`src/design/bcr_pkg.sv`:
```
// ----------------------------------------------------------------------------
// bcr_pkg
// Types and constants shared by the bilinear crop resampler modules.
// ----------------------------------------------------------------------------
package bcr_pkg;

	localparam int SZ_W      = 8;
	localparam int CROW_W    = 7;
	localparam int FRAC_W    = 16;
	localparam int STEP_W    = SZ_W + FRAC_W;
	localparam int POS_W     = SZ_W + STEP_W;
	localparam int PIX_W     = 16;
	localparam int Q_W       = 16;
	localparam int W_W       = 2 * FRAC_W + 1;
	localparam int PROD_W    = W_W + Q_W - 1;
	localparam int ACC_W     = PROD_W + 1;
	localparam int NUM_NB    = 4;
	localparam int PADDR_W   = 5;
	localparam int IDX_MIN_W = 18;

	localparam logic KIND_LOAD     = 1'b0;
	localparam logic KIND_RESAMPLE = 1'b1;

	typedef enum logic [2:0] {
		REG_SRC_HEIGHT,
		REG_SRC_WIDTH,
		REG_CROP_TOP,
		REG_CROP_LEFT,
		REG_CROP_HEIGHT,
		REG_CROP_WIDTH,
		REG_TARGET_HEIGHT,
		REG_TARGET_WIDTH
	} reg_idx_t;

	typedef struct packed {
		logic              kind;
		logic [15:0]       load_index;
		logic [15:0]       load_value;
		logic [CROW_W-1:0] out_row;
		logic [CROW_W-1:0] out_col;
	} in_word_t;

	typedef struct packed {
		logic [1:0]  channel;
		logic [15:0] sample;
		logic        last;
		logic        window_error;
	} out_word_t;

	typedef struct packed {
		logic [SZ_W-1:0]   sh;
		logic [SZ_W-1:0]   sw;
		logic [SZ_W-1:0]   ch;
		logic [SZ_W-1:0]   cw;
		logic [SZ_W-1:0]   th;
		logic [SZ_W-1:0]   tw;
		logic [CROW_W-1:0] top;
		logic [CROW_W-1:0] left;
		logic [STEP_W-1:0] step_y;
		logic [STEP_W-1:0] step_x;
	} geom_t;

	typedef struct packed {
		logic                          kind;
		logic [15:0]                   load_index;
		logic [15:0]                   load_value;
		logic [NUM_NB-1:0][PIX_W-1:0]  pix;
		logic [NUM_NB-1:0][W_W-1:0]    w;
	} coord_t;

	typedef struct packed {
		logic [1:0]                   channel;
		logic                         last;
		logic                         window_error;
		logic [NUM_NB-1:0][W_W-1:0]   w;
		logic [NUM_NB-1:0][Q_W-1:0]   q;
	} blend_t;

endpackage

```
`src/design/bcr_stepdiv.sv`:
```
// ----------------------------------------------------------------------------
// bcr_stepdiv
// Restoring divider, one quotient bit per cycle, for the Q16 axis step.
// ----------------------------------------------------------------------------
module bcr_stepdiv import bcr_pkg::*; (
	input  logic              clk,
	input  logic              arst_n,
	input  logic              start,
	input  logic [STEP_W-1:0] num,
	input  logic [SZ_W-1:0]   den,
	output logic              busy,
	output logic [STEP_W-1:0] quot
);

	localparam int CNT_W = $clog2(STEP_W);

	logic             busy_q;
	logic [CNT_W-1:0] cnt_q;
	logic [SZ_W-1:0]  rem_q;
	logic [STEP_W-1:0] num_q;
	logic [SZ_W-1:0]  den_q;
	logic [STEP_W-1:0] quot_q;
	logic [SZ_W:0]    trial;
	logic [SZ_W:0]    diff;
	logic             qbit;

	assign trial = {rem_q, num_q[STEP_W-1]};
	assign qbit  = trial >= {1'b0, den_q};
	assign diff  = trial - {1'b0, den_q};

	always_ff @(posedge clk or negedge arst_n) begin
		if (!arst_n) begin
			busy_q <= 1'b0;
			cnt_q  <= '0;
		end else if (start) begin
			busy_q <= 1'b1;
			cnt_q  <= CNT_W'(STEP_W - 1);
		end else if (busy_q) begin
			if (cnt_q == '0) begin
				busy_q <= 1'b0;
			end
			cnt_q <= cnt_q - CNT_W'(1);
		end
	end

	always_ff @(posedge clk) begin
		if (start) begin
			num_q  <= num;
			den_q  <= den;
			rem_q  <= '0;
			quot_q <= '0;
		end else if (busy_q) begin
			rem_q  <= qbit ? diff[SZ_W-1:0] : trial[SZ_W-1:0];
			num_q  <= {num_q[STEP_W-2:0], 1'b0};
			quot_q <= {quot_q[STEP_W-2:0], qbit};
		end
	end

	assign busy = busy_q;
	assign quot = quot_q;

endmodule

```
`config.mk`:
```
export PLATFORM = sky130hd
export DESIGN_NAME = bcr_stepdiv
export DESIGN_NICKNAME = d
export VERILOG_FILES = /design/src/design/bcr_pkg.sv /design/src/design/bcr_stepdiv.sv
export SDC_FILE = /design/constraint.sdc
export NUM_CORES = 1
export LEC_CHECK = 0
export ABC_AREA = 1
export BUFFER_PORTS_ARGS = -buffer_cell sky130_fd_sc_hd__clkbuf_2
export CAP_MARGIN = 20
export CORE_MARGIN = 1.5
export CORE_UTILIZATION = 50
export DETAILED_ROUTE_END_ITERATION = 8
export PLACE_DENSITY = 0.73
export SETUP_SLACK_MARGIN = 0.05
export SLEW_MARGIN = 20
export SYNTH_ARGS = -nofsm -noshare
export SYNTH_HDL_FRONTEND = slang
export SYNTH_SLANG_ARGS = --single-unit
export TNS_END_PERCENT = 10
```
`constraint.sdc`:
```
create_clock -name clk -period 4.9 [get_ports clk]
set_clock_uncertainty 0.2 [all_clocks]
set_input_delay 0.735 -clock clk [delete_from_list [all_inputs] [get_ports clk]]
set_output_delay 0.735 -clock clk [all_outputs]
set_load 0.02 [all_outputs]
```
==> results.sh <==
export IMPL_yosysWarnings=0
export IMPL_ys_ff_latch=70
export IMPL_grt_max_degree=39
export IMPL_async_reset_ff_share_pct=8.571
export IMPL_die_height_um=82.57
export IMPL_wirelength_mm=6.174
export IMPL_fmax_mhz=340.5
export IMPL_cts_root_buf="clkbuf_8"
export IMPL_status="finished, final reports clean"
export IMPL_critPathCaptureType="flip-flop"
export IMPL_drive_gt1_share_pct=22.01
export IMPL_setup_viol=0
export IMPL_dieArea_mm2=0.006818
export IMPL_cp_required_ps=4700
export IMPL_leakagePower_uw=0.001855
export IMPL_critical_path_arrival_ps=2740
export IMPL_io_pins=60
export IMPL_tns_ps=0
export IMPL_cap_violations=0
export IMPL_drt_antenna_violating_nets=0
export IMPL_post_synth_cell_area_avg_um2=8.745
export IMPL_layout_common_cells="nand2_1, clkbuf_2, inv_1, edfxtp_1, dfxtp_1"
export IMPL_grt_use_total_pct=19.76
export IMPL_cts_tree="done"
export IMPL_die_x_um=82.57
export IMPL_postCtsHoldBufs=0
export IMPL_synth_cell_types=33
export IMPL_hp_class="primary input to asynchronous set/reset pin"
export IMPL_path_buf_inv=3
export IMPL_clk_latency_ps=330
export IMPL_vias=2448
export IMPL_cpPeakStageDelay_ps=610
export IMPL_cp_top_family="buffers and inverters"
export IMPL_synth_edff_count=32
export IMPL_start_kind="primary input"
export IMPL_grt_pass1_vias=2369
export IMPL_cts_num_sinks=70
export IMPL_synthCells=362
export IMPL_synthFlopType="edfxtp_1"
export IMPL_yosysSeqAreaShare_pct=55.34
export IMPL_syn_to_final_growth_pct=17.43
export IMPL_fin_crit_sh_pct=59.94
export IMPL_netlist_area_mm2=0.003166
export IMPL_cts_clk_slew_worst_paths_ps=70
export IMPL_diodes=0
export IMPL_routedWlPerCell_um=12.30
export IMPL_cts_resized=0
export IMPL_layout_commonest_cell="nand2_1"
export IMPL_post_cts_buffers=0
export IMPL_period_needed_ps=2937
export IMPL_synth_nets=408
export IMPL_final_cells=502
export IMPL_grt_ovfl_total=0
export IMPL_slew_headroom_pct=47.64
export IMPL_drc=0
export IMPL_worst_slew_pin_slew_ps=782.5
export IMPL_initial_core_util_pct=52.53
export IMPL_clock_path_buffers=2
export IMPL_cts_max_level=3
export IMPL_std_cell_rows=28
export IMPL_grt_pass1_wl_mm=10.16
export IMPL_layout_nets=468
export IMPL_rsz0062_at_grt="false"
export IMPL_dp_final_hpwl_mm=4.325
export IMPL_place_inst=486
export IMPL_crit_type="primary input to flip-flop"
export IMPL_p_per_area_mw_per_mm2=425.8
export IMPL_peakVddDrop_v=0.0002840
export IMPL_path_cells="clkbuf_2, nor2_1, inv_1, buf_4"
export IMPL_final_hold_viol_count=0
export IMPL_crit_fanout=38
export IMPL_cts_buffers=9
export IMPL_critPathSlowestCell="inv_1"
export IMPL_firstDrtPassIters=4
export IMPL_antenna_found_initial=0
export IMPL_core_mm2=0.006026
export IMPL_slew_viol_final=0
export IMPL_portBuffers=59
export IMPL_viasPerCell=4.876
export IMPL_drtIter0Drc=117
export IMPL_gp_congestion=0.8834
==> sequential cells by signal, indices dropped and copies added, names as in the netlist <==
name and count:
rem_q 8, cnt_q 5, den_q 8, num_q 24, quot 24, busy 1
==> stage by stage <==
stage          instance area, um2  hold slack, ps  setup slack, ps  power [uW]  utilization, %
2_1_floorplan                3166           239.4             2506        1039               -
3_3_place_gp                 3513           240.3             1621        1125           58.31
3_5_place_dp                 3513           249.8             1584        1137           58.31
4_1_cts                      3717           9.699             1945        1595           61.69
5_1_grt                      3717           5.771             1741        1688           61.69
6_report                     3717           26.10             1963        1583           61.69
==> layer usage <==
| layer | GRT usage (%) | vias up | part of all wire, % |
|---|---|---|---|
| met2 | 32.52 | 44 | 49 |
| met5 | 0 | - | 0 |
| met4 | 6.000 | 0 | 0.73 |
| met1 | 25.62 | 1124 | 46 |
| met3 | 5.055 | 4 | 4.7 |
| li1 | - | 1276 | - |
==> logic make-up (layout without fill, tap and decap cells) <==
| kind of cell | after synthesis | count (layout) | share of synthesized area (%) |
|---|---|---|---|
| AOI/OAI and AO/OA | 33 | 33 | 6.285 |
| xor gates and xnor gates | 3 | 3 | 0.8302 |
| adders and majority gates | 11 | 11 | 4.585 |
| buffers and inverters | 69 | 134 | 8.419 |
| DFF | 70 | 70 | 55.34 |
| and+or+nand+nor | 176 | 176 | 24.55 |
==> cells in the mapped netlist, types with 5 or more instances <==
master | n | area [um2]
a21oi_1 | 5 | 25.02
dfrtp_1 | 6 | 150.1
dfxtp_1 | 32 | 640.6
edfxtp_1 | 32 | 960.9
ha_1 | 10 | 125.1
inv_1 | 55 | 206.5
nand2_1 | 131 | 491.7
nand2_2 | 6 | 37.54
nand3_1 | 12 | 60.06
nand4_1 | 5 | 31.28
nor2_1 | 9 | 33.78
o22ai_1 | 22 | 137.6
==> report_power, final <==
| part | internal [uW] | switching (uW) |
|---|---|---|
| logic | 158 | 261 |
| registers | 671 | 37.5 |
| clock network | 247 | 208 |
==> worst paths after layout <==
check	depth (start not counted)	slack (ps)	startpoint	to
setup / recovery	4	1960	start	num_q[7]
hold / removal	1	30	arst_n	cnt_q[3]
setup reg to reg	3	2510	busy	num_q[7]
hold reg to reg	2	260	quot[23]	quot[23]
max in group asynchronous	1	4320	arst_n	busy
min in group clk	2	260	quot[23]	quot[23]
==> cell type report <==
| class | count | area, um2 |
|---|---|---|
| flip-flops and latches | 70 | 1752 |
| inverters | 58 | 217.7 |
| repair buffers | 60 | 302.8 |
| clock buffers | 12 | 178.9 |
| clock inverters | 4 | 25.02 |
| multi-input cells | 223 | 1147 |
| well taps | 75 | 93.84 |
| fillers | 525 | 2308 |
==> worst register-to-register path, delay by kind of cell, from the launching register on <==
kind                   cells  cell delay (ps)
flip-flops                 1              450
buffers and inverters      2              910
AND/OR/NAND/NOR            1              550
No activity file was read; power rests on OpenSTA's default activity.
